$ cat src/hw/rtl/str_pkg.sv
// ---------------------------------------------------------------------------
// str_pkg
// types, codes and constants shared by the stepper ramp controller and datapath
// ---------------------------------------------------------------------------
`default_nettype none

package str_pkg;

	// shared divider and multiplier widths
	localparam int DIV_NW = 49;
	localparam int DIV_DW = 35;

	// motion phases as reported on motion_state
	typedef enum logic [1:0] {
		PH_STOP  = 2'd0,
		PH_ACCEL = 2'd1,
		PH_RUN   = 2'd2,
		PH_DECEL = 2'd3
	} phase_t;

	// item kinds
	localparam logic [1:0] KIND_REL  = 2'd0;
	localparam logic [1:0] KIND_ABS  = 2'd1;
	localparam logic [1:0] KIND_TICK = 2'd2;

	// configuration register indexes
	localparam int CFG_IW = 3;
	localparam logic [CFG_IW-1:0] CFG_MIN_DELAY   = 3'd0;
	localparam logic [CFG_IW-1:0] CFG_FIRST_SCALE = 3'd1;
	localparam logic [CFG_IW-1:0] CFG_SQRT_NUM    = 3'd2;
	localparam logic [CFG_IW-1:0] CFG_ACCEL_SCALE = 3'd3;
	localparam logic [CFG_IW-1:0] CFG_LASER_EN    = 3'd4;

	// configuration reset values
	localparam logic [31:0] RST_MIN_DELAY   = 32'd196349;
	localparam logic [15:0] RST_FIRST_SCALE = 16'd6760;
	localparam logic [31:0] RST_SQRT_NUM    = 32'd39269908;
	localparam logic [15:0] RST_ACCEL_SCALE = 16'd39;

	// fixed periods and scale
	localparam logic [31:0] MOVE_PERIOD  = 32'd50000;
	localparam logic [31:0] SHORT_DELAY  = 32'd1000;
	localparam logic [31:0] SQRT_TOP_BIT = 32'h4000_0000;

	// divide by 100 as a reciprocal multiply, exact for any 32-bit dividend
	localparam logic [31:0] PCT_RECIP = 32'h51EB_851F;
	localparam int          PCT_SHIFT = 37;

	// datapath operations
	typedef enum logic [4:0] {
		U_FLOOR,
		U_SQ_DIV,
		U_SQRT,
		U_CD_MUL,
		U_CD_DIV,
		U_SD_MUL,
		U_SD_DIV,
		U_TL_MUL,
		U_TL_DIV,
		U_AL_MUL,
		U_AL_DIV,
		U_TQ_MUL,
		U_TQ_DIV,
		U_PLAN_FIN,
		U_SHORT_FIN,
		U_TICK_PREP,
		U_TICK_DIV,
		U_TICK_FIN,
		U_NOP_FIN
	} uop_t;

	// controller to datapath
	typedef struct packed {
		logic load;
		logic start;
		logic commit;
		uop_t op;
	} str_cmd_t;

	// datapath to controller
	typedef struct packed {
		logic       done;
		logic [1:0] kind;
		logic       mag_small;
		phase_t     phase;
		logic       slot_free;
	} str_sts_t;

	// operation order of a move plan and of a ramp tick
	function automatic uop_t next_uop(input uop_t op);
		uop_t nxt;
		case (op)
			U_FLOOR:     nxt = U_SQ_DIV;
			U_SQ_DIV:    nxt = U_SQRT;
			U_SQRT:      nxt = U_CD_MUL;
			U_CD_MUL:    nxt = U_CD_DIV;
			U_CD_DIV:    nxt = U_SD_MUL;
			U_SD_MUL:    nxt = U_SD_DIV;
			U_SD_DIV:    nxt = U_TL_MUL;
			U_TL_MUL:    nxt = U_TL_DIV;
			U_TL_DIV:    nxt = U_AL_MUL;
			U_AL_MUL:    nxt = U_AL_DIV;
			U_AL_DIV:    nxt = U_TQ_MUL;
			U_TQ_MUL:    nxt = U_TQ_DIV;
			U_TQ_DIV:    nxt = U_PLAN_FIN;
			U_TICK_PREP: nxt = U_TICK_DIV;
			U_TICK_DIV:  nxt = U_TICK_FIN;
			default:     nxt = U_NOP_FIN;
		endcase
		return nxt;
	endfunction

	// operations that close an item
	function automatic logic is_fin(input uop_t op);
		return (op == U_PLAN_FIN) || (op == U_SHORT_FIN) ||
			(op == U_TICK_FIN) || (op == U_NOP_FIN);
	endfunction

endpackage

`default_nettype wire

$ cat src/hw/rtl/str_ctrl.sv
// ---------------------------------------------------------------------------
// str_ctrl
// ramp controller: accepts items and steps the datapath through its operations
// ---------------------------------------------------------------------------
`default_nettype none

module str_ctrl (
	input  wire logic              clk,
	input  wire logic              arst_n,
	input  wire logic              in_valid,
	output logic                   in_ready,
	input  wire str_pkg::str_sts_t sts,
	output str_pkg::str_cmd_t      cmd
);
	import str_pkg::*;

	typedef enum logic [4:0] {
		ST_IDLE   = 5'b00001,
		ST_DECODE = 5'b00010,
		ST_ISSUE  = 5'b00100,
		ST_WAIT   = 5'b01000,
		ST_DONE   = 5'b10000
	} state_t;

	state_t state_q;
	uop_t   op_q;
	uop_t   first_op;
	uop_t   nxt_op;

	// first operation of an item
	always_comb begin
		if (sts.kind == KIND_REL || sts.kind == KIND_ABS)
			first_op = sts.mag_small ? U_SHORT_FIN : U_FLOOR;
		else if (sts.kind == KIND_TICK)
			first_op = (sts.phase == PH_ACCEL || sts.phase == PH_DECEL) ? U_TICK_PREP
				: U_TICK_FIN;
		else
			first_op = U_NOP_FIN;
	end

	assign nxt_op = next_uop(op_q);

	// sequencer
	always_ff @(posedge clk or negedge arst_n) begin
		if (!arst_n) begin
			state_q <= ST_IDLE;
			op_q    <= U_NOP_FIN;
		end else begin
			case (state_q)
				ST_IDLE: begin
					if (in_valid)
						state_q <= ST_DECODE;
				end
				ST_DECODE: begin
					op_q    <= first_op;
					state_q <= is_fin(first_op) ? ST_DONE : ST_ISSUE;
				end
				ST_ISSUE: begin
					state_q <= ST_WAIT;
				end
				ST_WAIT: begin
					if (sts.done) begin
						op_q    <= nxt_op;
						state_q <= is_fin(nxt_op) ? ST_DONE : ST_ISSUE;
					end
				end
				ST_DONE: begin
					if (sts.slot_free)
						state_q <= ST_IDLE;
				end
				default: state_q <= ST_IDLE;
			endcase
		end
	end

	assign in_ready   = (state_q == ST_IDLE);
	assign cmd.load   = in_valid && (state_q == ST_IDLE);
	assign cmd.start  = (state_q == ST_ISSUE);
	assign cmd.commit = (state_q == ST_DONE) && sts.slot_free;
	assign cmd.op     = op_q;

endmodule

`default_nettype wire

$ cat config.mk
export PLATFORM = sky130hd
export DESIGN_NAME = str_ctrl
export DESIGN_NICKNAME = d
export VERILOG_FILES = /design/src/hw/rtl/str_pkg.sv /design/src/hw/rtl/str_ctrl.sv
export SDC_FILE = /design/constraint.sdc
export NUM_CORES = 1
export LEC_CHECK = 0
export BUFFER_PORTS_ARGS = -buffer_cell sky130_fd_sc_hd__buf_4
export CORE_MARGIN = 3
export CORE_UTILIZATION = 35
export CTS_BUF_LIST = sky130_fd_sc_hd__clkbuf_4 sky130_fd_sc_hd__clkbuf_8
export DETAILED_ROUTE_END_ITERATION = 6
export PLACE_DENSITY = 0.59
export SYNTH_ARGS = -nofsm -noshare
export SYNTH_HDL_FRONTEND = slang
export SYNTH_SLANG_ARGS = --single-unit
$ cat constraint.sdc
create_clock -name clk -period 1.9 [get_ports clk]
set_input_delay 0.19 -clock clk [delete_from_list [all_inputs] [get_ports clk]]
set_output_delay 0.19 -clock clk [all_outputs]
set_load 0.01 [all_outputs]
==> flow_metrics.py <==
metrics = {
    "power": {
        "power.switching_uw": 745.1,
        "peakVddDrop_uv": 817.7,
        "combPwrFrac": 0.660,
        "clockPowerShare": 0.090,
        "pwr-share-seq": 0.250,
        "total_power_mw": 1.830,
        "p_leak_nw": 0.5327,
        "internal_power_mw": 1.084,
        "swShare": 0.4073,
        "powerDensity_nw_per_um2": 1564,
    },
    "worst_hold_path": {
        "hp-class": "input pin to register",
        "holdPathStages": 2,
    },
    "detailed_routing": {
        "num_vias": 811,
        "ant_nets": 0,
        "drtIter0Drc": 13,
        "viasPerCell": 5.407,
        "routed_wl_mm": 2.137,
        "drt-pass1-iter-count": 4,
        "wl_per_cell_um": 14.25,
        "route.detailed.drc": 0,
    },
    "critical_path": {
        "worstRegToRegCells": 7,
        "arrival_ps": 2070,
        "cp_data_required_time_ps": 2090,
        "start_kind": "register",
        "path_max_fanout": 3,
        "slowest_delay_ps": 570,
        "endpoint_kind": "register",
        "crit_chain": "inv_2, ha_4, nand2b_4, a31o_4, mux2_4, o31a_1, o22ai_2",
        "crit_slowest_cell": "dfstp_2",
        "worstSetupPathType": "register to register",
    },
    "timing": {
        "timing.setup.tns_ps": 0,
        "drv_slew": 0,
        "finalHoldViolCount": 0,
        "fin_crit_sh": 0.9902,
        "finalClockSkew_ps": 1.358,
        "max_freq_ghz": 0.5315,
        "tightestPinTransition_ps": 381.9,
        "slew_headroom": 0.7454,
        "setup-violations-final": 0,
        "period_needed_ps": 1881,
        "rsz0062_at_grt": "true",
    },
    "floorplan": {
        "die_w_um": 54.39,
        "die_area_um2": 2958,
        "core-area_um2": 2082,
        "die_h_um": 54.39,
        "start_util": 0.3936,
        "ios": 19,
        "rows": 16,
    },
    "clock_network": {
        "clock-sinks": 10,
        "htree_levels": 1,
        "cts_tree": "yes",
        "root_buffer": "clkbuf_4",
        "clk_latency_ps": 260,
        "cts_buffers": 3,
        "clock_path_buffers": 2,
        "clkTransAtPathRegs_ps": 60,
    },
    "synth": {
        "syn-num-nets": 107,
        "synth_seq_cells": 10,
        "synthMostInstantiatedCell": "nor2_1",
        "netlist_instances": 93,
        "yosys_warnings": 0,
        "yosys.area.top_type": "dfrtp_1",
        "ys_seq_area_frac": 0.3099,
        "synth_area_um2": 819.5,
        "synth_common_cells": "nor2_1, o21ai_0, dfrtp_1",
        "async_reset_ff_frac": 1.000,
        "synthFlopType": "dfrtp_1",
        "synth_edf_count": 0,
        "ys_types": 39,
        "yosysTopAreaCellShare": 0.2137,
        "avgSynthCellArea_um2": 8.812,
        "ys_top_cells_by_area": "dfrtp_1, dfstp_2, ha_1, nor2_1, o21ai_0",
    },
    "finish": {
        "nFillCells": 196,
        "final_cells": 150,
        "final_area_um2": 1170,
        "n_antenna_cell": 0,
        "fin_util": 0.5619,
        "drive_above_1_share": 0.4309,
        "nets": 138,
        "syn_to_final_growth_pct": 42.75,
    },
    "placement": {
        "port_buffers": 17,
        "post_dp_cell_area_um2": 992.2,
        "dp_hpwl_mm": 1.426,
        "dp.cells": 139,
        "place.gp.congestion": 0.8550,
    },
    "run_status": {
        "outcome": "finished, final reports clean",
    },
    "grt": {
        "grt_usage": 0.1494,
        "overflow": 0,
        "antenna_found_initial": 0,
        "grt_max_degree": 13,
        "grt_pass1_wl_mm": 3.194,
        "first_global_vias": 706,
    },
    "job": {
        "drv_cap": 0,
    },
}
==> cells by family after synthesis <==
kind of cell	share of synthesized area
simple gates	0.2840
compound gates	0.2168
flops	0.3099
buf+inv	0.05496
mux	0.05191
fa+ha+maj	0.06107
xor+xnor	0.02138
==> final cells by class <==
cell class	instances	area [µm²]	area share
Inverter	5	18.77	0.01604
Clock buffer	4	30.03	0.02567
Sequential cell	10	255.2	0.2182
Tap cell	27	33.78	0.02888
Timing Repair Buffer	29	232.7	0.1989
Multi-Input combinational cell	75	599.3	0.5123
==> flip-flops by register name, indices dropped and copies added (netlist names) <==
| signal | flops |
|---|---|
| op_q | 5 |
| state_q | 5 |
==> path summary, 6_finish.rpt <==
kind	start	to	slack [ps]
min in group asynchronous	arst_n	op_q[3]	290
worst min-delay path	sts[0]	state_q[4]	140
max in group asynchronous	arst_n	op_q[1]	1390
worst max register to register	op_q[1]	state_q[4]	20
worst max-delay path	op_q[1]	state_q[4]	20
worst min register to register	op_q[1]	op_q[1]	560
==> power by group through the flow <==
stage	Combinational (mW)	Clock (mW)	Sequential, mW
after floorplan	0.579	0	0.432
after global placement	0.880	0	0.433
after detailed placement	0.888	0	0.439
after CTS	0.913	0.171	0.432
after global routing	1.31	0.185	0.471
final	1.21	0.165	0.457
==> through the flow <==
| stage | hold WS (ps) | setup WS, ps |
|---|---|---|
| final | 137.1 | 18.63 |
| after floorplan | -105.6 | 40.80 |
| after global placement | 32.71 | 14.47 |
| after detailed placement | 31.05 | -10.17 |
| after global routing | 129.9 | -45.16 |
| after CTS | 130.0 | 26.95 |
==> per-layer routing <==
metal	GRT usage	wire length (µm)
met1	0.2076	1011
met2	0.2231	1036
met3	0.04087	89
met4	0.04564	0
met5	0	0
==> layout by cell type, fill, tap and decap left out, types with 3 or more instances in the layout <==
| cell | n |
|---|---|
| a21oi_1 | 5 |
| buf_4 | 27 |
| inv_1 | 4 |
| dfstp_2 | 3 |
| nand2_1 | 6 |
| nand3b_1 | 3 |
| nor2_1 | 11 |
| clkbuf_4 | 4 |
| o21ai_0 | 7 |
| dfrtp_1 | 6 |
==> repair_timing <==
| item | 4_1_cts | 5_1_grt |
|---|---|---|
| hold endpoints to repair | 10 | 0 |
| setup endpoints to repair | 1 | 2 |
| hold buffers | 1 | 0 |
| setup buffers | 1 | 5 |
| gates resized for setup | 1 | 14 |
==> worst max-delay path: cells and delay by family, from the launching register on <==
family | cells | cell delay (ps)
adders and majority gates | 1 | 160
AOI/OAI and AO/OA | 3 | 570
muxes | 1 | 300
DFF | 1 | 570
buffers and inverters | 1 | 70
and+or+nand+nor | 1 | 130
Power figures use the tool's default switching activity.
